$ cat src/rtl/csm_pkg.sv
// Shared types and codes for the communication mode supervisor.
`default_nettype none
package csm_pkg;

  // Item kinds.
  localparam logic [2:0] KIND_TICK   = 3'd0;
  localparam logic [2:0] KIND_BASE   = 3'd1;
  localparam logic [2:0] KIND_SUB    = 3'd2;
  localparam logic [2:0] KIND_SYNC   = 3'd3;
  localparam logic [2:0] KIND_HEALTH = 3'd4;

  // Base mode codes.
  localparam logic [2:0] MODE_BOOT      = 3'd0;
  localparam logic [2:0] MODE_CALIBRATE = 3'd1;
  localparam logic [2:0] MODE_READY     = 3'd2;
  localparam logic [2:0] MODE_EMERGENCY = 3'd3;
  localparam logic [2:0] MODE_LOW_BATT  = 3'd4;
  localparam logic [2:0] MODE_ERROR     = 3'd5;

  localparam logic [1:0] SUB_IDLE = 2'd0;

  // Configuration register indexes.
  localparam int unsigned CFG_IDX_W  = 1;
  localparam int unsigned CFG_DATA_W = 16;
  localparam logic [CFG_IDX_W-1:0] CFG_SYNC_TIMEOUT = 1'd0;
  localparam logic [CFG_IDX_W-1:0] CFG_RECOVERY     = 1'd1;

  localparam logic [15:0] SYNC_TIMEOUT_RESET = 16'd500;
  localparam logic [7:0]  RECOVERY_RESET     = 8'd5;

  localparam logic [31:0] AGE_MAX = 32'hFFFF_FFFF;

  typedef struct packed {
    logic [2:0] kind;
    logic [2:0] target_mode;
    logic [1:0] target_sub;
  } in_item_t;

  typedef struct packed {
    logic        accepted;
    logic [2:0]  base_mode;
    logic [2:0]  prior_mode;
    logic [1:0]  sub_mode;
    logic [1:0]  prior_sub;
    logic [31:0] time_in_mode;
    logic        comm_active;
  } out_item_t;

  typedef struct packed {
    logic [2:0]  mode;
    logic [2:0]  prior_mode;
    logic [1:0]  sub;
    logic [1:0]  prior_sub;
    logic [31:0] mode_age;
    logic [31:0] sync_age;
    logic [7:0]  sync_tally;
  } sup_state_t;

  typedef struct packed {
    logic [15:0] sync_timeout;
    logic [7:0]  recovery;
  } cfg_t;

endpackage
`default_nettype wire

$ cat src/rtl/comm_supervisor_mode_fsm.sv
// Top level of the communication mode supervisor.
// The result of an accepted beat is registered in the output register.
// Throughput: one item per cycle while out_ready holds; the state update is a single pass through csm_next.
// The input is ready whenever the output register is empty or is being drained.
// Reset (synchronous, active high) returns to BOOT, clears all counters and
// loads the timeout and recovery registers with 500 and 5.
`default_nettype none
module comm_supervisor_mode_fsm
  import csm_pkg::*;
#(
  parameter int unsigned SUB_MODES = 4
)
(
  input  wire logic                  clk,
  input  wire logic                  rst,
  input  wire logic                  in_valid,
  output logic                       in_ready,
  input  wire in_item_t              in_data,
  output logic                       out_valid,
  input  wire logic                  out_ready,
  output out_item_t                  out_data,
  input  wire logic                  cfg_we,
  input  wire logic [CFG_IDX_W-1:0]  cfg_index,
  input  wire logic [CFG_DATA_W-1:0] cfg_data
);

  cfg_t       cfg;
  sup_state_t state;
  sup_state_t state_next;
  out_item_t  result;
  logic       in_beat;

  csm_cfg u_cfg (
    .clk       (clk),
    .rst       (rst),
    .cfg_we    (cfg_we),
    .cfg_index (cfg_index),
    .cfg_data  (cfg_data),
    .cfg       (cfg)
  );

  csm_next #(
    .SUB_MODES (SUB_MODES)
  ) u_next (
    .item   (in_data),
    .cur    (state),
    .cfg    (cfg),
    .nxt    (state_next),
    .result (result)
  );

  assign in_ready = !out_valid || out_ready;
  assign in_beat  = in_valid && in_ready;

  // Supervisor state, updated on each input beat.
  always_ff @(posedge clk) begin
    if (rst) begin
      state.mode       <= MODE_BOOT;
      state.prior_mode <= MODE_BOOT;
      state.sub        <= SUB_IDLE;
      state.prior_sub  <= SUB_IDLE;
      state.mode_age   <= 32'd0;
      state.sync_age   <= 32'd0;
      state.sync_tally <= 8'd0;
    end else if (in_beat) begin
      state <= state_next;
    end
  end

  // Output register valid flag.
  always_ff @(posedge clk) begin
    if (rst) begin
      out_valid <= 1'b0;
    end else if (in_beat) begin
      out_valid <= 1'b1;
    end else if (out_ready) begin
      out_valid <= 1'b0;
    end
  end

  // Output register payload.
  always_ff @(posedge clk) begin
    if (in_beat) begin
      out_data <= result;
    end
  end

  // A reported base mode is always a defined code.
  assert property (@(posedge clk) disable iff (rst)
    out_valid |-> out_data.base_mode <= MODE_ERROR)
    else $error("base mode out of range");

  // A nonidle sub-mode only exists in READY.
  assert property (@(posedge clk) disable iff (rst)
    (out_valid && out_data.sub_mode != SUB_IDLE) |-> out_data.base_mode == MODE_READY)
    else $error("sub-mode set outside READY");

  // Right after a sync beat, communication is active unless the timeout is zero.
  assert property (@(posedge clk) disable iff (rst)
    (in_beat && in_data.kind == KIND_SYNC && !cfg_we) |=>
      (out_data.comm_active == (cfg.sync_timeout != 16'd0)))
    else $error("sync beat did not restore comm_active");

  // A rejected health check never shows a mode change made by the same beat.
  assert property (@(posedge clk) disable iff (rst)
    (in_beat && in_data.kind == KIND_HEALTH && !result.accepted) |=>
      (out_data.base_mode == $past(state.mode)))
    else $error("health check changed mode without acceptance");

endmodule
`default_nettype wire

$ cat src/rtl/csm_cfg.sv
// Configuration registers of the mode supervisor.
`default_nettype none
module csm_cfg
  import csm_pkg::*;
(
  input  wire logic                  clk,
  input  wire logic                  rst,
  input  wire logic                  cfg_we,
  input  wire logic [CFG_IDX_W-1:0]  cfg_index,
  input  wire logic [CFG_DATA_W-1:0] cfg_data,
  output cfg_t                       cfg
);

  // Register file, written one register per write.
  always_ff @(posedge clk) begin
    if (rst) begin
      cfg.sync_timeout <= SYNC_TIMEOUT_RESET;
      cfg.recovery     <= RECOVERY_RESET;
    end else if (cfg_we) begin
      unique case (cfg_index)
        CFG_SYNC_TIMEOUT: cfg.sync_timeout <= cfg_data[15:0];
        CFG_RECOVERY:     cfg.recovery     <= cfg_data[7:0];
      endcase
    end
  end

endmodule
`default_nettype wire

$ cat src/rtl/csm_next.sv
// Next-state and result logic of the mode supervisor for one beat.
`default_nettype none
module csm_next
  import csm_pkg::*;
#(
  parameter int unsigned SUB_MODES = 4
)
(
  input  wire in_item_t   item,
  input  wire sup_state_t cur,
  input  wire cfg_t       cfg,
  output sup_state_t      nxt,
  output out_item_t       result
);

  logic        ok;
  logic        timed_out;
  logic        in_sync;
  logic        sub_valid;
  logic [31:0] timeout_ext;

  assign timeout_ext = {16'd0, cfg.sync_timeout};
  assign timed_out   = cur.sync_age > timeout_ext;
  assign in_sync     = cur.sync_age < timeout_ext;
  assign sub_valid   = 32'(item.target_sub) < 32'(SUB_MODES);

  // Apply the item to the current state.
  always_comb begin
    nxt = cur;
    ok  = 1'b0;
    unique case (item.kind)
      KIND_TICK: begin
        if (cur.mode_age != AGE_MAX) nxt.mode_age = cur.mode_age + 32'd1;
        if (cur.sync_age != AGE_MAX) nxt.sync_age = cur.sync_age + 32'd1;
        ok = 1'b1;
      end
      KIND_BASE: begin
        if (item.target_mode <= MODE_ERROR) begin
          ok = 1'b1;
          if (item.target_mode != cur.mode) begin
            nxt.prior_mode = cur.mode;
            nxt.mode       = item.target_mode;
            nxt.mode_age   = 32'd0;
            if (item.target_mode != MODE_READY) nxt.sub = SUB_IDLE;
          end
        end
      end
      KIND_SUB: begin
        if (cur.mode == MODE_READY && sub_valid) begin
          nxt.prior_sub = cur.sub;
          nxt.sub       = item.target_sub;
          ok            = 1'b1;
        end
      end
      KIND_SYNC: begin
        nxt.sync_age = 32'd0;
        if (cur.sync_tally < cfg.recovery) nxt.sync_tally = cur.sync_tally + 8'd1;
        ok = 1'b1;
      end
      KIND_HEALTH: begin
        // Outside ERROR and BOOT a sync timeout forces ERROR.
        if (cur.mode != MODE_ERROR && cur.mode != MODE_BOOT) begin
          if (timed_out) begin
            nxt.sync_tally = 8'd0;
            nxt.prior_mode = cur.mode;
            nxt.mode       = MODE_ERROR;
            nxt.mode_age   = 32'd0;
            nxt.sub        = SUB_IDLE;
            ok             = 1'b1;
          end
        end else if (cur.mode == MODE_ERROR) begin
          // Recovery once communication is stable again.
          if (in_sync && cur.sync_tally >= cfg.recovery) begin
            nxt.prior_mode = cur.mode;
            nxt.mode       = MODE_CALIBRATE;
            nxt.mode_age   = 32'd0;
            nxt.sub        = SUB_IDLE;
            ok             = 1'b1;
          end
        end
      end
      default: begin
        ok = 1'b0;
      end
    endcase
  end

  // Result seen after this beat.
  always_comb begin
    result.accepted     = ok;
    result.base_mode    = nxt.mode;
    result.prior_mode   = nxt.prior_mode;
    result.sub_mode     = nxt.sub;
    result.prior_sub    = nxt.prior_sub;
    result.time_in_mode = nxt.mode_age;
    result.comm_active  = nxt.sync_age < timeout_ext;
  end

endmodule
`default_nettype wire
$ cat config.mk
export PLATFORM = sky130hd
export DESIGN_NAME = comm_supervisor_mode_fsm
export DESIGN_NICKNAME = d
export VERILOG_FILES = /design/src/rtl/csm_pkg.sv /design/src/rtl/comm_supervisor_mode_fsm.sv /design/src/rtl/csm_cfg.sv /design/src/rtl/csm_next.sv
export SDC_FILE = /design/constraint.sdc
export NUM_CORES = 1
export LEC_CHECK = 0
export ABC_AREA = 1
export BUFFER_PORTS_ARGS = -buffer_cell sky130_fd_sc_hd__buf_2
export CAP_MARGIN = 20
export CELL_PAD_IN_SITES_DETAIL_PLACEMENT = 0
export CELL_PAD_IN_SITES_GLOBAL_PLACEMENT = 1
export CORE_MARGIN = 4
export CORE_UTILIZATION = 40
export DETAILED_ROUTE_END_ITERATION = 10
export GPL_TIMING_DRIVEN = 0
export HOLD_SLACK_MARGIN = 0.05
export PLACE_DENSITY_LB_ADDON = 0.1
export RECOVER_POWER = 25
export SETUP_SLACK_MARGIN = 0.5
export SLEW_MARGIN = 5
export SYNTH_ARGS = -nofsm -noshare
export SYNTH_HDL_FRONTEND = slang
export SYNTH_HIERARCHICAL = 1
export SYNTH_SLANG_ARGS = --single-unit
$ cat constraint.sdc
create_clock -name clk -period 3.3 [get_ports clk]
set_input_delay 0.165 -clock clk [delete_from_list [all_inputs] [get_ports clk]]
set_output_delay 0.165 -clock clk [all_outputs]
set_load 0.05 [all_outputs]
After elaboration in Yosys (flattened, before gate mapping). Index checks and enable logic that the tools add are counted. W data, S select, Z words.

Flip-flop bits (word level): 151. Input bits: 30. Output and inout port bits: 46. Word-level logic and storage cells: 88.

Add/subtract/negate cells: 3. $lt $le $gt $ge: 6. Equal/unequal tests: 14. Muxes and demuxes: 34. Bitwise logic cells: 1. Reduce and logical (&&, ||, !) cells: 13.

Operators with widths (number): $mux W32 (8); $pmux W32 S3 (1); $mux W8 (9); $add A32 B1 Y32 const B (2); $lt A32 B16 Y1 (2); $ne A32 B32 Y1 const B (2); $pmux W32 S2 (1); $gt A32 B16 Y1 (1); $pmux W8 S2 (1); $pmux W6 S2 (1); $eq A3 B2 Y1 const B (3); $add A8 B1 Y8 const B (1); $ge A8 B8 Y1 (1); $lt A8 B8 Y1 (1); $mux W1 (8); $eq A3 B3 Y1 const B (2); $ne A2 B1 Y1 const B (3); $pmux W2 S3 (1); $reduce_and A5 Y1 (1); $mux W2 (2); $mux W4 (1); $pmux W1 S4 (1); $reduce_and A2 Y1 (2); $reduce_bool A2 Y1 (2); 12 further kinds (14).

Longest topological paths before layout. Gate-level depths: netlist of run 1.

Depth in word-level cells: 6. Mapped depth: 22. Gate-level depth less buffers: 22.

By module. Netlist of run 1, hierarchy kept.

Modules (own cells, without submodules): comm_supervisor_mode_fsm (times used 1, cells each 587, area an instance 5629.1 sq um, seq. area each 2982.9 sq um); csm_next (times used 1, cells each 934, area an instance 4879.7 sq um, seq. area each 0.0 sq um); csm_cfg (times used 1, cells each 128, area an instance 932.1 sq um, seq. area each 480.5 sq um).

Worst setup path after synthesis of run 1. No wires, ideal clock.

Path kind: register to register. Start: register out_valid. End: register out_data[0] in the netlist's numbering (enable). Library setup time: 0.460 ns. Arrival time: 2.766 ns. Data required time: 2.840 ns. Slack: 0.075 ns. Cell stages (with the launch flop): 2. Path buffers: 0. Clock period less this slack: 3.225 ns. Cell sequence: dfxtp_1 > a21oi_1.

Cells in the longest elaborated chain, start to end: 3.

Ends and longest elaborated chain: from (decl) (RTL line comm_supervisor_mode_fsm.sv:19) `output logic out_valid,`; from (signal assigned) (RTL line comm_supervisor_mode_fsm.sv:73) `out_valid <= 1'b0;`; from (signal assigned) (RTL line comm_supervisor_mode_fsm.sv:75) `out_valid <= 1'b1;`; from (signal assigned) (RTL line comm_supervisor_mode_fsm.sv:77) `out_valid <= 1'b0;`; $logic_not A1 Y1 (RTL line comm_supervisor_mode_fsm.sv:52) `assign in_ready = !out_valid || out_ready;`; $logic_or A1 B1 Y1 (RTL line comm_supervisor_mode_fsm.sv:52); $logic_and A1 B1 Y1 (RTL line comm_supervisor_mode_fsm.sv:53) `assign in_beat = in_valid && in_ready;`; named net in_beat (RTL line comm_supervisor_mode_fsm.sv:31) `logic in_beat;`; to (signal assigned) (RTL line comm_supervisor_mode_fsm.sv:84) `out_data <= result;`; to (decl) (RTL line comm_supervisor_mode_fsm.sv:21) `output out_item_t out_data,`.

The timed path passes the listed nets, and every way through them passes these cells. A chain may end at the register's enable or synchronous reset.

==> impl_metrics.json, run 1 <==
{
  "worst_slack_ns": 0.351,
  "path_class": "flip-flop to flip-flop",
  "cp-start-kind": "flip-flop",
  "max_freq_mhz": 339,
  "fp.coreArea_mm2": 0.0280,
  "maxCapViolCount": 0,
  "setup_viol": 0,
  "pre_cts_ws_ns": -0.579,
  "drt_iter0_drc": 720,
  "hold_path_class": "input pin to flip-flop",
  "wl_per_cell_um": 15.8,
  "power_frac_seq_pct": 40.0,
  "cts-root-buf": "clkbuf_16",
  "yosysTopAreaCell": "dfxtp_1",
  "antenna_left": 0,
  "maxSlewViolCount": 0,
  "swShare_pct": 34.9,
  "grt_max_degree": 30,
  "synthArstFlopShare_pct": 0,
  "drc": 0,
  "drive_above_1_share_pct": 28.2,
  "antenna_found_initial": 0,
  "syn_inst": 1649,
  "rsz0062_at_grt": "true",
  "synth-warning-count": 6,
  "die_area_mm2": 0.0314,
  "synth-main-ff-cell": "dfxtp_1",
  "hold_viol": 0,
  "status": "complete, no violations",
  "rows": 61,
  "grt_pass1_wl_mm": 55.4,
  "crit_path_end_kind": "flip-flop",
  "antenna_cells": 0,
  "cts_buffer_depth": 2,
  "fin_area_mm2": 0.0138,
  "synth_edf_count": 44,
  "seq_area_frac_synth_pct": 30.3,
  "power.leakage_nw": 5.93,
  "p_int_w": 0.00358,
  "clkTransAtPathRegs_ns": 0.07,
  "placedInstanceArea_mm2": 0.0123,
  "start_util_pct": 40.8,
  "synth_fp_nets": 1721,
  "synth_top_area_share_pct": 18.7,
  "switchingPower_w": 0.00192,
  "overflow": 0,
  "layout.nets": 1867,
  "gp_congestion": 0.915,
  "die_h_um": 177,
  "clock-sinks": 151,
  "grt_pass1_vias": 10300,
  "synth_cell_type_count": 54,
  "die_w_um": 177,
  "htreeDepth": 4,
  "firstDrtPassIters": 5,
  "synth-seq-cells": 151,
  "grt_usage_pct": 22.2,
  "maxSlewHeadroom_pct": 31.5,
  "wl_mm": 34.6,
  "vdd_drop_max_mv": 0.349,
  "clkPwrFrac_pct": 35.1,
  "io-pin-count": 76,
  "finClkSkew_ns": 0.0137,
  "cellPowerDensity_mw_per_mm2": 399,
  "dp_hpwl_mm": 26.0,
  "period_needed_ns": 2.95,
  "tightestPinTransition_ns": 1.03,
  "clock_latency_ns": 0.44,
  "cts_tree": "yes",
  "netlist_area_mm2": 0.0114,
  "area_growth_pct": 20.7,
  "cts_buffers": 17,
  "synth_area_leaders": "dfxtp_1 (19%), nand2_1 (13%), edfxtp_1 (12%)",
  "worstPathArrival_ns": 3.11,
  "worst_ep_required_time_ns": 3.46,
  "via_per_inst": 4.99,
  "io_buffer_count": 73,
  "finalCritPeriodShare_pct": 89.3,
  "path_max_fanout": 5,
  "via_count": 10900,
  "utilization_pct": 49.3,
  "syn_area_per_cell_um2": 6.94,
  "share_comb_of_total_power_pct": 24.9
}
-- layout make-up --
class                      count  area (um^2)
fill                        2908        14200
multi-input combinational   1173         6770
sequential                   151         3560
inverter                     223          847
timing repair buffer         126          805
buffer                       103          782
tap                          378          473
clock buffer                  18          439
clock inverter                14          125
-- per-stage QoR --
step | cells | hold WS, ns | setup TNS [ns] | total power [W]
after floorplan | 1649 | 0.234 | 0 | 0.00318
after global placement | 2100 | 0.382 | -0.525 | 0.00348
after detailed placement | 2101 | 0.391 | -0.579 | 0.00350
after CTS | 2167 | 0.0632 | 0 | 0.00550
after global routing | 2186 | 0.104 | 0 | 0.00583
final | 2186 | 0.0810 | 0 | 0.00550
-- layer usage --
layer,track usage [%],routed length [um]
met1,31.9,17200
met2,35.7,15500
met3,3.03,1570
met4,4.29,330
met5,0,0
-- power by group through the flow --
stage	logic (W)	clock network (W)	registers (W)
4_1_cts	0.00131	0.00199	0.00220
3_3_place_gp	0.00123	0	0.00225
5_1_grt	0.00153	0.00207	0.00222
2_1_floorplan	0.000816	0	0.00236
3_5_place_dp	0.00125	0	0.00225
6_report	0.00137	0.00193	0.00220
-- placed cells by master (no fill, tap or decap), types with 37 or more instances in the layout --
cell	netlist	layout
nand3_1	119	116
edfxtp_1	44	44
buf_2	19	46
nor2_1	168	152
dfxtp_1	107	74
buf_4	58	89
clkbuf_1	6	53
nand2_2	12	39
nor2_2	77	81
o21ai_0	56	48
ha_1	42	37
nand2_1	381	350
inv_1	213	205
a21oi_1	106	98
nand3_2	64	65
-- final timing paths --
kind	from	slack, ns	cells past startpoint	end
min	cfg_we	0.08	4	u_cfg/cfg[23]
max reg2reg	state[8]	0.35	18	out_data[0]
max	state[8]	0.35	18	out_data[0]
min reg2reg	u_cfg/cfg[12]	0.46	2	u_cfg/cfg[12]
-- sequential cells by signal, summed over array words and instances, names as in the netlist --
| name | flops |
|---|---|
| out_data | 44 |
| out_valid | 1 |
| u_cfg/cfg | 24 |
| state | 82 |
-- critical path: stages, from the launching register on --
cell	delay, ns
dfxtp_4	0.37
ha_4	0.17
inv_4	0.07
nor2_4	0.04
nand2_4	0.09
nor2_4	0.06
nand2_4	0.10
nand2_8	0.08
buf_4	0.16
nor2_1	0.18
nand3_1	0.12
nand3_1	0.08
o21ai_0	0.16
ha_1	0.32
nand2_1	0.06
nor2_1	0.10
a211oi_1	0.05
a21oi_1	0.38
nor2_2	0.09
-- what timing repair did --
| item | CTS | global route |
|---|---|---|
| gates resized for setup | 94 | 78 |
| hold buffers | 17 | 0 |
| pin swaps | 20 | 24 |
| hold endpoints to repair | 24 | 0 |
| setup endpoints to repair | 38 | 66 |
| gates cloned | 0 | 3 |
| buffers inserted | 17 | 16 |
-- kinds of logic (layout without fill, tap and decap cells) --
kind of cell               after synthesis  after routing  share of synthesized area, %
adders and majority gates               42             42                          4.59
DFF                                    151            151                          30.3
and+or+nand+nor                        885            886                          38.0
buffers and inverters                  326            484                          14.1
AOI/OAI and AO/OA                      220            220                          11.0
muxes                                    5              5                         0.481
xor gates and xnor gates                20             20                          1.53
-- cells in the mapped netlist, types with 12 or more instances --
library cell / n
a21oi_1: 106
a21oi_2: 20
buf_2: 19
buf_4: 58
buf_6: 20
dfxtp_1: 107
edfxtp_1: 44
ha_1: 42
inv_1: 213
nand2_1: 381
nand2_2: 12
nand3_1: 119
nand3_2: 64
nand4_1: 21
nor2_1: 168
nor2_2: 77
nor3_1: 19
o21ai_0: 56
xor2_1: 12
(Power assumes the default switching activity.)
==> inputs of run 2 (changes only) <==
ABC_AREA = not set   (was 1)
==> impl_metrics.json, run 2 <==
{
  "dp_hpwl_mm": 21.5,
  "cts-root-buf": "clkbuf_16",
  "maxCapViolCount": 0,
  "status": "finished with violations",
  "cts_buffer_depth": 2,
  "fillerInstances": 2436,
  "clkTransAtPathRegs_ns": 0.07,
  "firstDrtPassIters": 5,
  "syn_area_per_cell_um2": 8.76,
  "wl_per_cell_um": 18.3,
  "clkPwrFrac_pct": 43.2,
  "hold_path_class": "input pin to flip-flop",
  "gp_congestion": 0.852,
  "max_freq_mhz": 285,
  "drc": 0,
  "path_class": "flip-flop to flip-flop",
  "io-pin-count": 76,
  "antenna_cells": 0,
  "hold_depth": 3,
  "grt_pass1_vias": 9014,
  "area_growth_pct": 30.4,
  "violations": "setup timing",
  "yosysMostFrequentCell": "nand3_1",
  "die_h_um": 168,
  "wl_mm": 30.9,
  "layout.nets": 1416,
  "rsz0062_at_grt": "true",
  "via_per_inst": 5.64,
  "crit_path_end_kind": "flip-flop",
  "worst_slack_ns": -0.214,
  "hold_viol": 0,
  "cts_buffers": 17,
  "worstPathArrival_ns": 3.70,
  "die_area_mm2": 0.0281,
  "share_comb_of_total_power_pct": 12.7,
  "via_count": 9520,
  "total_power_w": 0.00445,
  "rr_worst_depth": 18,
  "seq_area_frac_synth_pct": 33.9,
  "vdd_drop_max_mv": 0.256,
  "synth_area_leaders": "dfxtp_1 (21%), edfxtp_1 (13%), nand3_1 (6.3%)",
  "swShare_pct": 29.2,
  "synth_commonest_cells": "nand3_1 (129), dfxtp_1 (107), nand2_1 (91)",
  "yosysTopAreaCell": "dfxtp_1",
  "place_inst": 1568,
  "synth-main-ff-cell": "dfxtp_1",
  "setup_viol": 5,
  "drt_iter0_drc": 642,
  "start_util_pct": 40.7,
  "synth_cell_type_count": 70,
  "period_needed_ns": 3.51,
  "final_cell_mix": "nand3_1 (98), nand2_1 (85), buf_4 (79)",
  "finClkSkew_ns": 0.0151,
  "syn_inst": 1165,
  "antenna_left": 0,
  "maxSlewHeadroom_pct": 31.1,
  "clock_latency_ns": 0.44,
  "synth_edf_count": 44,
  "maxSlewViolCount": 0,
  "clock-sinks": 151,
  "htreeDepth": 4,
  "regArea_mm2": 0.00353,
  "synthArstFlopShare_pct": 0,
  "pre_cts_ws_ns": -0.952,
  "cp-start-kind": "flip-flop",
  "stdcell_count": 1687,
  "fp.coreArea_mm2": 0.0251,
  "placedInstanceArea_mm2": 0.0112,
  "fin_area_mm2": 0.0133,
  "rows": 58,
  "netlist_area_mm2": 0.0102,
  "top_regs": "state: 82 flops, out_data: 44 flops, u_cfg/cfg: 24 flops",
  "drive_above_1_share_pct": 35.8,
  "antenna_found_initial": 0,
  "path_max_fanout": 4,
  "power.leakage_nw": 4.97,
  "finalCritPeriodShare_pct": 106,
  "tightestPinTransition_ns": 1.02,
  "synth_top_area_share_pct": 21.0,
  "synth-seq-cells": 151,
  "final_common_cell": "nand3_1",
  "grt_max_degree": 32,
  "regMostFlops": "state",
  "worst_ep_required_time_ns": 3.49,
  "io_buffer_count": 72,
  "power_frac_seq_pct": 44.1,
  "grt_usage_pct": 21.5,
  "cts_tree": "yes",
  "synth-warning-count": 6,
  "p_int_w": 0.00315,
  "overflow": 0,
  "die_w_um": 168,
  "multi_input_area_mm2": 0.00660,
  "grt_pass1_wl_mm": 49.5,
  "cellPowerDensity_mw_per_mm2": 334,
  "largest_register_ffs": 82,
  "switchingPower_w": 0.00130,
  "synth_fp_nets": 1237
}
-- run 2: cell count changes after synthesis, moves of 24 or more --
| cell | delta |
|---|---|
| a21bo_1 | +45 |
| a21bo_2 | +41 |
| a21oi_1 | -31 |
| a21oi_2 | +25 |
| clkbuf_1 | +24 |
| inv_1 | -175 |
| mux2i_1 | +34 |
| nand2_1 | -290 |
| nand3_2 | -64 |
| nor2_1 | -117 |
| nor2_2 | -77 |
-- run 2: metal layers --
layer  global-route usage, %  wire, um  part of all wire [%]
met3                    2.38      1160                   3.7
met5                       0         0                     0
met2                    35.2     14500                    47
met4                    5.68       483                   1.6
met1                    30.4     14800                    48
-- run 2: what timing repair did --
action | 4_1_cts | 5_1_grt
cloned | 2 | 0
resized for setup | 119 | 115
hold buffers | 11 | 0
setup buffers | 33 | 40
endpoints found under the hold margin | 18 | 0
pin swaps | 43 | 56
setup endpoints to repair | 86 | 85
-- run 2: worst max-delay path, stage by stage (launching register included) --
cell	delay [ns]
dfxtp_2	0.32
buf_6	0.11
and4_1	0.14
clkbuf_8	0.13
and3_4	0.16
buf_6	0.11
nand4_1	0.14
nand2_2	0.14
nor2_4	0.20
nand4_1	0.14
mux2i_2	0.20
ha_1	0.30
and4_4	0.23
nand2_2	0.06
or4_4	0.54
o2111ai_4	0.11
nor4_2	0.06
nand4_1	0.10
nor2_1	0.05
-- run 2: cell type report --
class,count,share of cell area [%]
well taps,330,3.10
repair buffers,160,8.80
multi-input cells,851,49.6
clock inverters,13,0.808
flip-flops and latches,151,26.5
inverters,38,1.07
plain buffers,125,6.70
clock buffers,19,3.41
-- run 2: power groups by stage --
stage               logic (W)  clock network, W  registers [W]
finish               0.000564           0.00192        0.00196
global route         0.000606           0.00204        0.00196
CTS                  0.000540           0.00197        0.00197
detailed placement   0.000481                 0        0.00201
global placement     0.000474                 0        0.00201
floorplan            0.000236                 0        0.00210
-- run 2: through the flow --
step / TNS [ns] / utilization (%) / hold slack (ns)
global route: -1.17 / 53.0 / 0.0667
CTS: -0.210 / 50.3 / 0.0628
finish: -0.231 / 53.0 / 0.0735
global placement: -3.59 / 44.3 / 0.428
floorplan: 0 / - / 0.312
detailed placement: -4.24 / 44.4 / 0.434
-- run 2: kinds of logic (layout without fill, tap and decap cells) --
| family | Yosys count | count (layout) | share of synthesized area [%] |
|---|---|---|---|
| compound gates | 346 | 346 | 26.2 |
| xor+xnor | 3 | 3 | 0.257 |
| fa+ha+maj | 42 | 42 | 5.15 |
| buf+inv | 163 | 355 | 8.90 |
| flops | 151 | 151 | 33.9 |
| mux | 36 | 36 | 3.58 |
| simple gates | 424 | 424 | 22.0 |
-- run 2: final timing paths --
check	slack, ns	end	start
worst max register to register	-0.21	out_data[0]	state[24]
worst min register to register	0.47	u_cfg/cfg[18]	u_cfg/cfg[18]
worst max-delay path	-0.21	out_data[0]	state[24]
worst min-delay path	0.07	u_cfg/cfg[17]	cfg_data[9]
==> inputs of run 3 (changes only) <==
RECOVER_POWER = 50   (was 25)
==> impl_metrics.json, run 3 (synthesis gave the netlist of run 2 again) <==
{
  "clock-sinks": 151,
  "clkTransAtPathRegs_ns": 0.07,
  "period_needed_ns": 3.53,
  "multi_input_area_mm2": 0.00660,
  "antenna_found_initial": 0,
  "fin_area_mm2": 0.0133,
  "path_max_fanout": 4,
  "total_power_w": 0.00444,
  "rows": 58,
  "path_class": "flip-flop to flip-flop",
  "switchingPower_w": 0.00130,
  "r2r_slack_ns": -0.23,
  "met2_usage_pct": 35.2,
  "final_common_cell": "nand3_1",
  "regMostFlops": "state",
  "placedInstanceArea_mm2": 0.0112,
  "maxCapViolCount": 0,
  "cts_buffer_depth": 2,
  "cts-root-buf": "clkbuf_16",
  "via_count": 9571,
  "hold_path_class": "input pin to flip-flop",
  "die_h_um": 168,
  "worst_ep_required_time_ns": 3.49,
  "drt_iter0_drc": 656,
  "setup_viol": 18,
  "reg2reg_from": "state[24]",
  "clock_latency_ns": 0.44,
  "via_per_inst": 5.67,
  "io-pin-count": 76,
  "start_util_pct": 40.7,
  "antenna_left": 0,
  "finClkSkew_ns": 0.0137,
  "fillerInstances": 2443,
  "grt_max_degree": 32,
  "grt_pass1_wl_mm": 49.5,
  "use_met3_pct": 2.38,
  "die_w_um": 168,
  "maxSlewViolCount": 0,
  "met1_usage_pct": 30.4,
  "grt_usage_pct": 21.5,
  "rr_worst_depth": 17,
  "io_buffer_count": 72,
  "swShare_pct": 29.2,
  "crit_path_end_kind": "flip-flop",
  "power_frac_seq_pct": 44.1,
  "final_cell_mix": "nand3_1 (98), nand2_1 (85), clkbuf_1 (78)",
  "drive_above_1_share_pct": 34.5,
  "status": "finished with violations",
  "worst_slack_ns": -0.230,
  "overflow": 0,
  "die_area_mm2": 0.0281,
  "top_regs": "state: 82 flops, out_data: 44 flops, u_cfg/cfg: 24 flops",
  "share_comb_of_total_power_pct": 12.6,
  "cp-start-kind": "flip-flop",
  "rsz0062_at_grt": "true",
  "cp-startpoint": "state[24]",
  "reg2reg_to": "out_data[0]",
  "fp.coreArea_mm2": 0.0251,
  "htreeDepth": 4,
  "cellPowerDensity_mw_per_mm2": 335,
  "hold_viol": 0,
  "antenna_cells": 0,
  "max_freq_mhz": 283,
  "dp_hpwl_mm": 21.5,
  "p_int_w": 0.00314,
  "layout.nets": 1416,
  "violations": "setup timing",
  "firstDrtPassIters": 6,
  "drc": 0,
  "cts_buffers": 17,
  "clkPwrFrac_pct": 43.3,
  "top_usage_layer": "met2",
  "tightestPinTransition_ns": 1.22,
  "maxSlewHeadroom_pct": 18.6,
  "cts_tree": "yes",
  "regArea_mm2": 0.00353,
  "area_growth_pct": 30.1,
  "vdd_drop_max_mv": 0.256,
  "largest_register_ffs": 82,
  "gp_congestion": 0.852,
  "finalCritPeriodShare_pct": 107,
  "wl_mm": 31.1,
  "wl_per_cell_um": 18.4,
  "worstPathArrival_ns": 3.72,
  "grt_pass1_vias": 9014,
  "crit_end": "out_data[0]",
  "power.leakage_nw": 4.92
}
run 3: cell count changes in the layout (fill, tap and decap cells not counted):
cell	previous run	this run
a21oi_2	55	54
buf_6	53	51
clkbuf_4	0	2
a21oi_1	62	63
and2_0	0	1
clkbuf_1	62	78
clkbuf_2	3	4
and2_2	1	0
buf_2	66	51
buf_4	79	77
run 3: final cells by class:
| cell class | instances | share of cell area, % |
|---|---|---|
| plain buffers | 125 | 6.60 |
| clock buffers | 19 | 3.42 |
| clock inverters | 13 | 0.811 |
| inverters | 38 | 1.07 |
| multi-input cells | 851 | 49.7 |
| flip-flops and latches | 151 | 26.6 |
| well taps | 330 | 3.11 |
| repair buffers | 160 | 8.70 |
run 3: stage by stage:
| stage | utilization [%] | setup slack (ns) | hold WS (ns) | TNS, ns | std cells |
|---|---|---|---|---|---|
| after floorplan | - | 0.0899 | 0.312 | 0 | 1165 |
| after global placement | 44.3 | -0.890 | 0.428 | -3.59 | 1567 |
| after detailed placement | 44.4 | -0.952 | 0.434 | -4.24 | 1568 |
| after CTS | 50.3 | -0.210 | 0.0628 | -0.210 | 1646 |
| after global routing | 52.9 | -0.421 | 0.0667 | -7.95 | 1687 |
| final | 52.9 | -0.230 | 0.0728 | -0.353 | 1687 |
run 3: power groups by stage:
| stage | Sequential, W | Clock, W | Combinational (W) |
|---|---|---|---|
| floorplan | 0.00210 | 0 | 0.000236 |
| global placement | 0.00201 | 0 | 0.000474 |
| detailed placement | 0.00201 | 0 | 0.000481 |
| CTS | 0.00197 | 0.00197 | 0.000540 |
| global route | 0.00197 | 0.00204 | 0.000602 |
| finish | 0.00196 | 0.00192 | 0.000561 |
run 3: worst max-delay path, cell delays in order (launching register included):
cell	delay, ns
dfxtp_2	0.32
buf_6	0.10
and4_1	0.14
clkbuf_8	0.14
and3_4	0.16
buf_6	0.11
nand4_1	0.14
nand2_2	0.14
or4_4	0.48
nand3_1	0.10
o21ai_2	0.09
ha_4	0.28
nand4_1	0.23
or4_4	0.51
o2111ai_4	0.11
nor4_2	0.06
nand4_1	0.10
nor2_1	0.05
run 3: what timing repair did:
item | in CTS | in global routing
pin swaps | 43 | 56
cloned | 2 | 0
setup buffers | 33 | 40
gates resized for setup | 119 | 115
hold buffers | 11 | 0
endpoints found under the hold margin | 18 | 0
setup endpoints to repair | 86 | 85
run 3: how the worst min path moves through the flow:
stage                start             to  slack [ns]  depth (start not counted)
2_1_floorplan  cfg_data[4]   u_cfg/cfg[4]        0.31                          2
3_5_place_dp   cfg_data[8]  u_cfg/cfg[16]        0.43                          3
3_3_place_gp   cfg_data[8]  u_cfg/cfg[16]        0.43                          3
4_1_cts        cfg_data[9]  u_cfg/cfg[17]        0.06                          3
6_report       cfg_data[9]  u_cfg/cfg[17]        0.07                          3
5_1_grt        cfg_data[9]  u_cfg/cfg[17]        0.07                          3
run 3: per-layer routing:
| metal | share of wire [%] | wire length [um] | vias to the layer above |
|---|---|---|---|
| li1 | - | - | 4652 |
| met1 | 47 | 14700 | 4626 |
| met2 | 47 | 14500 | 253 |
| met3 | 4.2 | 1290 | 40 |
| met4 | 1.6 | 498 | 0 |
| met5 | 0 | 0 | - |
